<file path="src/rtl/firv_pkg.sv">
// ----------------------------------------------------------------------------
// firv_pkg
// Types and constants shared by the frame index record validator.
// ----------------------------------------------------------------------------
`default_nettype none

package firv_pkg;

   localparam int MAX_RECORDS = 4096;
   localparam int SPAN_CAP    = 1152;

   localparam logic [1:0] ST_RUNNING   = 2'd0;
   localparam logic [1:0] ST_VALID     = 2'd1;
   localparam logic [1:0] ST_INVALID   = 2'd2;
   localparam logic [1:0] ST_TOO_LARGE = 2'd3;

   localparam logic [1:0] REG_REC_TOTAL   = 2'd0;
   localparam logic [1:0] REG_ASSET_BYTES = 2'd1;
   localparam logic [1:0] REG_EXP_FRAMES  = 2'd2;
   localparam logic [1:0] REG_BYTE_LIMIT  = 2'd3;

   typedef struct packed {
      logic [31:0] record_byte_offset;
      logic [31:0] record_byte_length;
      logic [31:0] record_position;
   } firv_req_type;

   typedef struct packed {
      logic [1:0]  status;
      logic [15:0] record_number;
      logic [15:0] max_frame_bytes;
      logic [10:0] max_frame_span;
   } firv_rsp_type;

   typedef struct packed {
      logic [15:0] rec_total;
      logic [31:0] asset_byte_length;
      logic [31:0] expected_frames;
      logic [15:0] frame_byte_limit;
   } firv_cfg_type;

endpackage

`default_nettype wire

</file>
<file path="src/rtl/firv_csr.sv">
// ----------------------------------------------------------------------------
// firv_csr
// APB-style register file holding the index configuration.
// ----------------------------------------------------------------------------
`default_nettype none

module firv_csr (
   input  wire logic                  clock,
   input  wire logic                  reset,
   input  wire logic                  psel,
   input  wire logic                  penable,
   input  wire logic                  pwrite,
   input  wire logic [3:0]            paddr,
   input  wire logic [31:0]           pwdata,
   output logic [31:0]                prdata,
   output logic                       pready,
   output firv_pkg::firv_cfg_type     cfg
);
   import firv_pkg::*;

   firv_cfg_type cfg_ff, cfg_in;
   logic         wr_en;

   assign pready = 1'b1;
   assign wr_en  = psel && penable && pwrite && pready;
   assign cfg    = cfg_ff;

   always_comb begin
      cfg_in = cfg_ff;
      if (wr_en) begin
         case (paddr[3:2])
            REG_REC_TOTAL:   cfg_in.rec_total         = pwdata[15:0];
            REG_ASSET_BYTES: cfg_in.asset_byte_length = pwdata;
            REG_EXP_FRAMES:  cfg_in.expected_frames   = pwdata;
            REG_BYTE_LIMIT:  cfg_in.frame_byte_limit  = pwdata[15:0];
            default:         cfg_in = cfg_ff;
         endcase
      end
   end

   always_comb begin
      case (paddr[3:2])
         REG_REC_TOTAL:   prdata = {16'd0, cfg_ff.rec_total};
         REG_ASSET_BYTES: prdata = cfg_ff.asset_byte_length;
         REG_EXP_FRAMES:  prdata = cfg_ff.expected_frames;
         REG_BYTE_LIMIT:  prdata = {16'd0, cfg_ff.frame_byte_limit};
         default:         prdata = 32'd0;
      endcase
   end

   always_ff @(posedge clock) begin
      if (reset) begin
         cfg_ff.rec_total         <= 16'd1;
         cfg_ff.asset_byte_length <= 32'd0;
         cfg_ff.expected_frames   <= 32'd1;
         cfg_ff.frame_byte_limit  <= 16'd2048;
      end else begin
         cfg_ff <= cfg_in;
      end
   end

endmodule

`default_nettype wire

</file>
<file path="src/rtl/firv_check.sv">
// ----------------------------------------------------------------------------
// firv_check
// Per-record checks against the held previous record, sticky error and maxima.
// ----------------------------------------------------------------------------
`default_nettype none

module firv_check (
   input  wire logic                  clock,
   input  wire logic                  reset,
   input  wire logic                  advance,
   input  wire firv_pkg::firv_req_type rec,
   input  wire firv_pkg::firv_cfg_type cfg,
   output firv_pkg::firv_rsp_type     result
);
   import firv_pkg::*;

   logic [15:0] cnt_ff, cnt_in;
   logic [31:0] pend_pos_ff, pend_pos_in;
   logic [32:0] pend_be_ff, pend_be_in;
   logic [15:0] lg_bytes_ff, lg_bytes_in;
   logic [10:0] lg_span_ff, lg_span_in;
   logic        err_ff, err_in;
   logic [1:0]  code_ff, code_in;

   logic        cnt_bad, last, first, too_large, rec_bad;
   logic [32:0] rec_end;
   logic [31:0] span1, span2;
   logic        span1_ok, span2_ok;
   logic [10:0] ls1, ls2;
   logic [1:0]  status;

   assign cnt_bad  = (cfg.rec_total == 16'd0) ||
                     (cfg.rec_total > 16'(MAX_RECORDS));
   assign last     = (cfg.rec_total == 16'd0) ||
                     (cnt_ff == cfg.rec_total - 16'd1);
   assign first    = (cnt_ff == 16'd0);
   assign rec_end  = {1'b0, rec.record_byte_offset} + {1'b0, rec.record_byte_length};
   assign too_large = rec.record_byte_length > {16'd0, cfg.frame_byte_limit};
   assign rec_bad  = (rec.record_byte_length == 32'd0) || too_large ||
                     (rec_end > {1'b0, cfg.asset_byte_length}) ||
                     (!first && ((rec.record_position <= pend_pos_ff) ||
                                 ({1'b0, rec.record_byte_offset} < pend_be_ff)));

   // span of the held record, closed by this record's position
   assign span1    = rec.record_position - pend_pos_ff;
   assign span1_ok = (rec.record_position > pend_pos_ff) &&
                     (rec.record_position <= cfg.expected_frames) &&
                     (span1 <= 32'(SPAN_CAP));
   // span of this record when it closes the index
   assign span2    = cfg.expected_frames - rec.record_position;
   assign span2_ok = (cfg.expected_frames > rec.record_position) &&
                     (span2 <= 32'(SPAN_CAP));

   assign ls1 = (!first && (span1[10:0] > lg_span_ff)) ? span1[10:0] : lg_span_ff;
   assign ls2 = (last && (span2[10:0] > ls1)) ? span2[10:0] : ls1;

   always_comb begin
      err_in      = err_ff;
      code_in     = code_ff;
      pend_pos_in = pend_pos_ff;
      pend_be_in  = pend_be_ff;
      lg_bytes_in = lg_bytes_ff;
      lg_span_in  = lg_span_ff;
      if (!err_ff) begin
         if (cnt_bad || (!first && !span1_ok) ||
             (first && (rec.record_position != 32'd0))) begin
            err_in  = 1'b1;
            code_in = ST_INVALID;
         end else if (rec_bad) begin
            err_in  = 1'b1;
            code_in = too_large ? ST_TOO_LARGE : ST_INVALID;
         end else begin
            pend_pos_in = rec.record_position;
            pend_be_in  = rec_end;
            lg_span_in  = ls2;
            if (rec.record_byte_length[15:0] > lg_bytes_ff) begin
               lg_bytes_in = rec.record_byte_length[15:0];
            end
            if (last && !span2_ok) begin
               err_in  = 1'b1;
               code_in = ST_INVALID;
            end
         end
      end
      cnt_in = cnt_ff + 16'd1;
   end

   assign status = err_in ? code_in : (last ? ST_VALID : ST_RUNNING);

   always_comb begin
      result.status          = status;
      result.record_number   = cnt_ff;
      result.max_frame_bytes = (status == ST_VALID) ? lg_bytes_in : 16'd0;
      result.max_frame_span  = (status == ST_VALID) ? lg_span_in : 11'd0;
   end

   always_ff @(posedge clock) begin
      if (reset) begin
         cnt_ff      <= 16'd0;
         pend_pos_ff <= 32'd0;
         pend_be_ff  <= 33'd0;
         lg_bytes_ff <= 16'd0;
         lg_span_ff  <= 11'd0;
         err_ff      <= 1'b0;
         code_ff     <= ST_RUNNING;
      end else if (advance) begin
         if (last) begin
            cnt_ff      <= 16'd0;
            pend_pos_ff <= 32'd0;
            pend_be_ff  <= 33'd0;
            lg_bytes_ff <= 16'd0;
            lg_span_ff  <= 11'd0;
            err_ff      <= 1'b0;
            code_ff     <= ST_RUNNING;
         end else begin
            cnt_ff      <= cnt_in;
            pend_pos_ff <= pend_pos_in;
            pend_be_ff  <= pend_be_in;
            lg_bytes_ff <= lg_bytes_in;
            lg_span_ff  <= lg_span_in;
            err_ff      <= err_in;
            code_ff     <= code_in;
         end
      end
   end

   a_count_step: assert property (@(posedge clock) disable iff (reset)
      advance && !last |=> cnt_ff == $past(cnt_ff) + 16'd1)
      else $error("record counter did not step");

   a_err_mid_index: assert property (@(posedge clock) disable iff (reset)
      err_ff |-> cnt_ff != 16'd0)
      else $error("sticky error held at start of index");

   a_valid_on_last: assert property (@(posedge clock) disable iff (reset)
      result.status == ST_VALID |-> last && !err_ff)
      else $error("valid verdict before end of index");

endmodule

`default_nettype wire

</file>
<file path="src/rtl/frame_index_record_validator.sv">
// ----------------------------------------------------------------------------
// frame_index_record_validator
// Seek index record checker: one record word in, one verdict word out.
// ----------------------------------------------------------------------------
//  channel  direction  handshake              payload
//  req      in         req_valid / req_stall  firv_req_type record word
//  rsp      out        rsp_valid / rsp_stall  firv_rsp_type verdict word
//  csr      in/out     psel/penable/pready    32-bit registers at 4*i
//
//  One word per cycle sustained while rsp is not stalled.
//  Input register -> checks -> result register; state updates on the move.
//  Reset is synchronous and returns the valid flags, check state and registers
//  at 4*i to their defaults; the record and result registers are not reset.
//  A stalled rsp holds the result; req stalls only when both stages are full.
`default_nettype none

module frame_index_record_validator (
   input  wire logic                   clock,
   input  wire logic                   reset,
   input  wire logic                   req_valid,
   output logic                        req_stall,
   input  wire firv_pkg::firv_req_type req_data,
   output logic                        rsp_valid,
   input  wire logic                   rsp_stall,
   output firv_pkg::firv_rsp_type      rsp_data,
   input  wire logic                   psel,
   input  wire logic                   penable,
   input  wire logic                   pwrite,
   input  wire logic [3:0]             paddr,
   input  wire logic [31:0]            pwdata,
   output logic [31:0]                 prdata,
   output logic                        pready
);
   import firv_pkg::*;

   firv_cfg_type cfg;
   firv_req_type rec_ff;
   firv_rsp_type result, rsp_ff;
   logic         s1_valid_ff, s1_valid_in;
   logic         rsp_valid_ff, rsp_valid_in;
   logic         out_adv, advance, req_take;

   firv_csr u_csr (
      .clock   (clock),
      .reset   (reset),
      .psel    (psel),
      .penable (penable),
      .pwrite  (pwrite),
      .paddr   (paddr),
      .pwdata  (pwdata),
      .prdata  (prdata),
      .pready  (pready),
      .cfg     (cfg)
   );

   firv_check u_check (
      .clock   (clock),
      .reset   (reset),
      .advance (advance),
      .rec     (rec_ff),
      .cfg     (cfg),
      .result  (result)
   );

   assign out_adv   = !rsp_valid_ff || !rsp_stall;
   assign advance   = s1_valid_ff && out_adv;
   assign req_stall = s1_valid_ff && !out_adv;
   assign req_take  = req_valid && !req_stall;

   assign s1_valid_in  = req_take || (s1_valid_ff && !out_adv);
   assign rsp_valid_in = advance || (rsp_valid_ff && !out_adv);

   assign rsp_valid = rsp_valid_ff;
   assign rsp_data  = rsp_ff;

   always_ff @(posedge clock) begin
      if (reset) begin
         s1_valid_ff  <= 1'b0;
         rsp_valid_ff <= 1'b0;
      end else begin
         s1_valid_ff  <= s1_valid_in;
         rsp_valid_ff <= rsp_valid_in;
      end
   end

   always_ff @(posedge clock) begin
      if (req_take) begin
         rec_ff <= req_data;
      end
      if (advance) begin
         rsp_ff <= result;
      end
   end

   a_no_overrun: assert property (@(posedge clock) disable iff (reset)
      s1_valid_ff && !out_adv |-> req_stall)
      else $error("input word taken while pipeline blocked");

   a_result_moves: assert property (@(posedge clock) disable iff (reset)
      advance |=> rsp_valid_ff)
      else $error("checked word lost before result register");

   a_stage_held: assert property (@(posedge clock) disable iff (reset)
      s1_valid_ff && !out_adv |=> s1_valid_ff && $stable(rec_ff))
      else $error("blocked input word changed");

endmodule

`default_nettype wire
</file>
<file path="config.mk">
export PLATFORM = sky130hd
export DESIGN_NAME = frame_index_record_validator
export DESIGN_NICKNAME = d
export VERILOG_FILES = /design/src/rtl/firv_pkg.sv /design/src/rtl/firv_csr.sv /design/src/rtl/firv_check.sv /design/src/rtl/frame_index_record_validator.sv
export SDC_FILE = /design/constraint.sdc
export NUM_CORES = 1
export LEC_CHECK = 0
export BUFFER_PORTS_ARGS = -buffer_cell sky130_fd_sc_hd__buf_2
export CORE_UTILIZATION = 50
export DETAILED_ROUTE_END_ITERATION = 8
export GPL_TIMING_DRIVEN = 0
export PLACE_DENSITY = 0.73
export SYNTH_ARGS = -nofsm -noshare
export SYNTH_HDL_FRONTEND = slang
export SYNTH_SLANG_ARGS = --single-unit
</file>
<file path="constraint.sdc">
create_clock -name clock -period 6.5 [get_ports clock]
set_input_delay 0.325 -clock clock [delete_from_list [all_inputs] [get_ports clock]]
set_output_delay 0.325 -clock clock [all_outputs]
set_load 0.05 [all_outputs]
</file>
Word level (Yosys, flattened, before mapping)

Index checks and enable logic that the tools add are counted.

Flip-flop bits (word level): 350

Add/subtract/negate cells: 5
$lt $le $gt $ge: 13
Eq/ne operators: 8
Mux-type cells: 34
Reduce and logical (&&, ||, !) cells: 43

Operators with widths:

| kind                  | count |
|---|---|
| $mux 33               | 4 |
| $mux 32               | 4 |
| $pmux 32 s4           | 1 |
| $mux 16               | 6 |
| $mux 11               | 6 |
| $gt 32x32->1          | 2 |
| $le 32x11->1 const B  | 2 |
| $le 32x32->1          | 2 |
| $sub 32x32->32        | 2 |
| $add 32x32->33        | 1 |
| $gt 33x32->1          | 1 |
| $lt 32x33->1          | 1 |
| $gt 32x16->1          | 1 |
| $logic_not 16->1      | 2 |
| $logic_not 32->1      | 1 |
| $reduce_bool 32->1    | 1 |
| $gt 11x11->1          | 2 |
| $add 16x1->16 const B | 1 |
| $eq 16x16->1          | 1 |
| $gt 16x13->1 const B  | 1 |
| $gt 16x16->1          | 1 |
| $sub 16x1->16 const B | 1 |
| $logic_and 1x1->1     | 15 |
| $mux 2                | 6 |
| other kinds (10)      | 38 |

Longest topological paths before layout

Gate-level depths: netlist (run 1).

Depth after elaboration: 11
Depth in mapped cells: 31
Depth with buffers taken out: 29

Cells and area by module

Synthesis (run 1) repeated with hierarchy kept, for this count alone.

Cells, all modules: 2601
Area total of the unflattened synthesis: 23936.7 um2

Modules (own cells, without submodules):

| module                       | instances | cells each | area an instance (um2) |
|---|---|---|---|
| firv_check                   | 1         | 2052       | 15147.0 |
| firv_csr                     | 1         | 398        | 4469.3 |
| frame_index_record_validator | 1         | 151        | 4320.4 |

Least setup slack after synthesis (run 1)

Ideal clock, no wire load.

Kind: reg2reg
Start point: register with a tool-made name
End point: register rec_ff[0] (netlist name), enable pin
Data arrival time: 5.217 ns
Path slack: 0.722 ns
Stages on the path, launching flop included: 3
Period minus slack after synthesis: 5.778 ns
Cell sequence: dfxtp_1 > and3_1 > nor2b_1

RTL lines:

| element              | RTL line                           | text |
|---|---|---|
| end signal, assigned | frame_index_record_validator.sv:88 | `rec_ff <= req_data;` |
| end, declared        | frame_index_record_validator.sv:37 | `firv_req_type rec_ff;` |

Final worst setup path (run 1)

Start point: register rec_ff[40] (netlist name)
End point: register rsp_ff (netlist bit rsp_data[24]) (data pin)

Longest elaborated chain between the ends: 9

RTL lines:

| element                                                 | RTL line                           | text |
|---|---|---|
| $add 32x32->33 (tied with other cells)                  | firv_check.sv:37                   | `assign rec_end = {1'b0, rec.record_byte_offset} + {1'b0, rec.record_byte_length};` |
| $gt 33x32->1 / $logic_or 1x1->1 (equally long branches) | firv_check.sv:40, firv_check.sv:39 |  |
| $logic_or 1x1->1                                        | firv_check.sv:39                   | `assign rec_bad = (rec.record_byte_length == 32'd0) \|\| too_large \|\|` |
| $logic_or 1x1->1                                        | firv_check.sv:40                   | `(rec_end > {1'b0, cfg.asset_byte_length}) \|\|` |
| $mux 2 / $mux 1 (equally long branches)                 | firv_check.sv:69                   | `end else if (rec_bad) begin` |
| $mux 2 / $mux 1 (equally long branches)                 | firv_check.sv:65                   | `if (cnt_bad \|\| (!first && !span1_ok) \|\|` |
| $mux 2 / $mux 1 (equally long branches)                 | firv_check.sv:64                   | `if (!err_ff) begin` |
| $mux 2                                                  | firv_check.sv:88                   | `assign status = err_in ? code_in : (last ? ST_VALID : ST_RUNNING);` |
| $eq 2x1->1                                              | firv_check.sv:93                   | `result.max_frame_bytes = (status == ST_VALID) ? lg_bytes_in : 16'd0;` |
| end signal, assigned                                    | frame_index_record_validator.sv:91 | `rsp_ff <= result;` |
| end, declared                                           | frame_index_record_validator.sv:38 | `firv_rsp_type result, rsp_ff;` |

Parallel ways exist; a longest one is shown, timed or not.
A chain may end at the register's enable or synchronous reset.

==> results of run 1 <==
-- final cells by class --
type	count	area (sq um)	share of cell area
multi-input cells	1883	13400	0.482
flip-flops and latches	350	8420	0.304
plain buffers	105	484	0.0175
clock inverters	24	239	0.00862
clock buffers	52	1160	0.0419
repair buffers	360	2470	0.0891
inverters	219	823	0.0297
well taps	600	751	0.0271
diodes	4	10.0	0.000361
-- metal layers --
layer | vias to the layer above | share of wire | GRT usage
li1 | 10090 | - | -
met3 | 129 | 0.065 | 0.0437
met5 | - | 0.00018 | 0
met1 | 10273 | 0.45 | 0.415
met4 | 2 | 0.027 | 0.0891
met2 | 737 | 0.46 | 0.485
-- kinds of logic after synthesis --
kind of cell,after synthesis,share of synthesized area
and+or+nand+nor,855,0.181
AOI/OAI and AO/OA,635,0.194
DFF,350,0.368
buffers and inverters,324,0.0569
adders and majority gates,219,0.121
xor gates and xnor gates,96,0.0368
muxes,77,0.0426
other,1,0.000164
-- power breakdown --
| part | total, mW | internal, mW | leakage (nW) | switching [mW] |
|---|---|---|---|---|
| Sequential | 2.40 | 2.35 | 3.05 | 0.0547 |
| Clock | 2.39 | 1.40 | 0.697 | 0.984 |
| Combinational | 1.10 | 0.433 | 7.20 | 0.668 |
| Total | 5.89 | 4.18 | 11.0 | 1.71 |
-- metrics by stage --
step / utilization / std cells / setup slack [ns] / hold slack, ns
3_3_place_gp: 0.545 / 3372 / -1.31 / 0.416
6_report: 0.612 / 3597 / 0.148 / 0.0282
3_5_place_dp: 0.547 / 3375 / -0.822 / 0.415
5_1_grt: 0.612 / 3593 / -0.0116 / 0.0191
4_1_cts: 0.605 / 3576 / 0.0404 / 0.00257
2_1_floorplan: - / 2557 / 0.722 / 0.406
-- synth_stat cells, types with 58 or more instances --
cell type / count / area (sq um)
a21oi_1: 224 / 1120
a22o_1: 61 / 534
clkbuf_1: 67 / 251
dfxtp_1: 209 / 4180
edfxtp_1: 141 / 4230
ha_1: 216 / 2700
inv_1: 218 / 818
mux2i_1: 58 / 581
nand2_1: 326 / 1220
nand3_1: 80 / 400
nor2_1: 145 / 544
o21ai_0: 89 / 445
-- worst paths after layout --
check | endpoint | cells after the start | slack [ns]
worst max-delay path | rsp_data[24] | 25 | 0.15
worst min-delay path | u_csr.cfg[32] | 3 | 0.03
worst max register to register | rsp_data[24] | 25 | 0.15
worst min register to register | rsp_data[37] | 0 | 0.43
-- worst max-delay path, cell delays in order (launching register included) --
cell,delay (ns)
edfxtp_1,0.53
ha_4,0.35
and3_1,0.20
o21ai_0,0.13
o22ai_2,0.32
or3b_2,0.51
a41oi_2,0.21
o21ai_1,0.12
a21bo_2,0.23
nand2b_1,0.11
a21o_1,0.12
a21oi_1,0.07
xnor2_1,0.18
ha_1,0.33
nand3_1,0.16
or4_1,0.55
o22a_1,0.20
nor4_2,0.27
o211ai_1,0.12
buf_4,0.20
buf_4,0.17
nor4b_2,0.31
buf_4,0.21
buf_6,0.17
mux2i_2,0.24
nor2_1,0.05
-- what timing repair did --
item                                    4_1_cts  5_1_grt
hold endpoints to repair                    122        0
hold buffers                                112        0
buffers inserted                             13       17
pin swaps                                     0        8
gates resized for setup                       8       30
endpoints found under the setup margin      120      118
-- state kept, by name (all words and copies together) (netlist names), named ones only --
name and flops:
u_check.cnt_ff 16, rsp_data 45, s1_valid_ff 1, u_check.lg_bytes_ff 16, rec_ff 96, u_csr.cfg 96
u_check.pend_be_ff 33, u_check.code_ff 2, u_check.lg_span_ff 11, u_check.err_ff 1, u_check.pend_pos_ff 32
==> metrics.csv, run 1 <==
stage,metric,value,unit
logic_synthesis,syn nets,2915,
final_layout,FILL cells,3867,
floorplan,DIE AREA,46600,sq um
final_layout,"commonest cells after routing, fill and taps aside","nand2_1, buf_2, a21oi_1, inv_1",
setup_path,crit path DAT,6.68,ns
final_layout,P&R area growth vs syn,21.2,%
clocking,Root Driver,clkbuf_16,
logic_synthesis,sequential fraction of the synthesis area,0.368,
pwr,Pwr Density,212,nW/um^2
logic_synthesis,synth warn,0,
place,Final HPWL DP,55400,microns
setup_path,crit-path max FO,10,
clocking,clk sinks,350,
logic_synthesis,Post-Syn Instances,2557,
setup_path,CP Capture Type,flop,
routing,1st-iter DRT viols,1831,
sta,Max Fclk,0.157,GHz
logic_synthesis,"Avg Cell Area, Syn",8.95,sq um
floorplan,IO Count,219,
setup_path,CP startpoint,rec_ff[40],
sta,Finish-stage setup viols,0,
routing,1st-pass router iterations,6,
run,max cap viols,0,
routing,Final ANT Viol Nets,0,
global_route,first-pass GRT wire length,110000,microns
final_layout,"commonest non-fill, non-tap cell in the layout",nand2_1,
sta,Final min period,6.35,ns
routing,DR WL/cell,20.0,microns
setup_path,Crit Path Class,flop to flop,
place,cell area after placement,24800,sq um
clocking,TritonCTS Buffers,41,
sta,final period utilization,0.977,
logic_synthesis,Synth Register Bits,350,
logic_synthesis,Syn Std Cell Area,22900,sq um
logic_synthesis,"Primary FF master, synth",dfxtp_1,
global_route,number of global-route vias before repair,20054,
global_route,GR Util All Layers,0.300,
sta,final slew viol count,0,
clocking,clock slew at reported path FFs,0.06,ns
global_route,grt total ovfl,0,
routing,via count,21231,
logic_synthesis,ys async rst share,0,
clocking,clock buffer depth,3,
pwr,leakage,11.0,nW
clocking,H-tree depth,2,
final_layout,post-route cell area,27700,sq um
clocking,worst-skew pair later-pin latency,0.59,ns
routing,Total Wirelength,71900,microns
routing,vias per cell,5.90,
place,RD Place Congestion,0.960,
clocking,CTS tree,done,
global_route,largest net degree at the start of global routing,54,
sta,worst slew pin tran,1.46,ns
final_layout,layout cell share with drive strength beyond 1,0.156,
logic_synthesis,"Distinct cells, synth",94,
setup_path,startpoint types,flop,
pwr,Worst VDD drop,0.204,mV
worst_hold_path,Hold Crit Start,pwdata[16],
pwr,Power Total,5.89,mW
setup_path,critical path required time,6.83,ns
routing,# DRC,0,
floorplan,Die Y,216,microns
floorplan,core area,45300,sq um
sta,final setup TNS,0,ns
status,status,"complete, no violations",
logic_synthesis,Post-synth EDFFs,141,
place,number of port buffers,215,
final_layout,nets,3318,
floorplan,Rows,78,
sta,Clock Skew,0.0186,ns
floorplan,Starting Density,0.505,
worst_hold_path,HP Class,input port to flop,
sta,worst rel slew slack,0.0172,
floorplan,Die Span X,216,microns
global_route,initial antenna violation count,1,
setup_path,Reg-to-Reg Start,rec_ff[40],
sta,"Hold Vio Cnt, Final",0,
No activity file was read; power rests on OpenSTA's default activity.
==> inputs of run 2 (changes only) <==
CTS_BUF_LIST = sky130_fd_sc_hd__clkbuf_4   (was unset)
==> run 2 against run 1 <==
Net effect: clock skew up 0.040 ns; core utilization up 0.064 points; first-iteration DRC count down 5.1%; power down 4.3%; sequential share of layout area about the same; largest power group unchanged; final cell count up 3.1%; clock power down 11%; critical endpoint is now u_check.lg_bytes_ff[12]; hold slack better by 0.13 ns; worst setup slack worse by 0.014 ns.
==> metrics.csv, run 2 (synthesis gave the netlist of run 1 again) <==
stage,metric,value,unit
sta,worst rel slew slack,0.0273,
place,Final HPWL DP,55400,microns
pwr,Sw Share,0.301,
routing,1st-iter DRT viols,1737,
routing,Final ANT Viol Nets,0,
final_layout,P&R area growth vs syn,21.3,%
sta,Clock Skew,0.0584,ns
routing,Total Wirelength,72400,microns
sta,worst slew pin tran,1.44,ns
clocking,clk sinks,350,
routing,1st-pass router iterations,6,
final_layout,nets,3388,
clocking,worst-skew pair later-pin latency,0.87,ns
floorplan,DIE AREA,46600,sq um
setup_path,Crit Path Class,flop to flop,
sta,final slew viol count,0,
sta,Finish-stage setup viols,0,
sta,Final min period,6.37,ns
final_layout,Util after Layout,0.613,
clocking,Root Driver,clkbuf_4,
final_layout,"commonest non-fill, non-tap cell in the layout",nand2_1,
final_layout,"commonest cells after routing, fill and taps aside","nand2_1, buf_2, a21oi_1, inv_1, ha_1",
clocking,H-tree depth,3,
sta,worst hold slack,0.159,ns
clocking,CTS tree,done,
routing,via count,21568,
floorplan,Die Y,216,microns
pwr,internal power,3.94,mW
floorplan,Rows,78,
setup_path,startpoint types,flop,
run,max cap viols,0,
routing,# DRC,0,
pwr,Psw,1.70,mW
pwr,Worst VDD drop,0.133,mV
floorplan,IO Count,219,
pwr,leakage,11.1,nW
setup_path,critical path required time,7.23,ns
setup_path,CP Capture Type,flop,
pwr,sequential fraction of design power,0.426,
routing,DR WL/cell,19.5,microns
setup_path,crit-path max FO,10,
pwr,combinational share of power,0.196,
global_route,GR Util All Layers,0.303,
global_route,first-pass GRT wire length,111000,microns
global_route,grt total ovfl,0,
clocking,clock slew at reported path FFs,0.08,ns
setup_path,crit path DAT,7.10,ns
floorplan,core area,45300,sq um
clocking,clock buffer depth,3,
floorplan,Die Span X,216,microns
global_route,largest net degree at the start of global routing,54,
global_route,number of global-route vias before repair,20512,
sta,Max Fclk,0.157,GHz
routing,vias per cell,5.82,
sta,unrepaired setup endpoints after global routing,yes,
floorplan,Starting Density,0.505,
sta,final setup TNS,0,ns
clocking,TritonCTS Buffers,93,
global_route,initial antenna violation count,4,
place,cell area after placement,24800,sq um
pwr,Clk pwr share,0.378,
status,status,"complete, no violations",
final_layout,layout cell share with drive strength beyond 1,0.178,
place,DP Cell Count,3375,
place,RD Place Congestion,0.960,
pwr,Pwr Density,203,nW/um^2
setup_path,r2r setup slk,0.13,ns
worst_hold_path,HP Class,input port to flop,
final_layout,final non-filler cell total,3708,
place,number of port buffers,215,
sta,final period utilization,0.979,
final_layout,post-route cell area,27700,sq um
sta,"Hold Vio Cnt, Final",0,
run 2: changes by cell type in the layout (fill, tap and decap cells not counted), sizes merged:
cell         change
clkinvlp         -2
inv              -3
clkbuf          +98
clkinv           +3
buf              -2
diode            -2
dlygate4sd3     +19
run 2: through the flow:
step	setup slack, ns	power, mW
global route	-0.0563	5.90
CTS	0.0140	5.62
global placement	-1.31	3.41
finish	0.134	5.64
detailed placement	-0.822	3.43
floorplan	0.722	3.13
run 2: power groups by stage:
stage / sequential, mW / combinational [mW] / clock, mW
2_1_floorplan: 2.47 / 0.660 / 0
3_3_place_gp: 2.46 / 0.952 / 0
3_5_place_dp: 2.45 / 0.982 / 0
4_1_cts: 2.40 / 1.06 / 2.17
5_1_grt: 2.40 / 1.21 / 2.29
6_report: 2.40 / 1.10 / 2.13
run 2: final cells by class:
type                            instances  area [sq um]
Tap cell                              600           751
Multi-Input combinational cell       1883         13300
Timing Repair Buffer                  378          2650
Clock inverter                         22           183
Inverter                              219           823
Buffer                                105           489
Clock buffer                          149          1120
Sequential cell                       350          8420
Fill cell                            3910         17500
Antenna cell                            2          5.00
run 2: repair_timing:
action,in CTS,in global routing
pin swaps,0,5
setup buffers,11,18
endpoints found under the hold margin,200,0
resized for setup,6,30
hold buffers,131,0
setup endpoints to repair,122,118
run 2: final timing paths:
path | to | startpoint | depth (start not counted)
worst max register to register | u_check.lg_bytes_ff[12] | rec_ff[40] | 25
worst max-delay path | u_check.lg_bytes_ff[12] | rec_ff[40] | 25
worst min register to register | rsp_data[37] | u_check.cnt_ff[10] | 0
worst min-delay path | rec_ff[62] | req_data[62] | 2
run 2: worst max-delay path, cell delays in order, from the launching register on:
cell      delay (ns)
edfxtp_1        0.50
ha_1            0.43
and3_1          0.24
o21ai_0         0.13
o22ai_2         0.29
or3b_2          0.51
a41oi_2         0.20
o21ai_1         0.11
a21bo_2         0.23
nand2b_1        0.11
a21o_1          0.12
a21oi_1         0.07
xnor2_1         0.18
ha_1            0.32
nand3_1         0.15
or4_1           0.55
o22a_1          0.20
nor4_2          0.28
o211ai_1        0.13
buf_4           0.20
buf_4           0.15
nor4b_2         0.33
buf_4           0.18
clkbuf_1        0.38
nand3b_1        0.20
nand3_1         0.09
run 2: per-layer routing:
layer	part of all wire	global-route usage	up-vias
met5	0.00018	0	-
met4	0.028	0.103	2
met3	0.077	0.0616	139
met2	0.46	0.485	866
met1	0.44	0.408	10284
li1	-	-	10277
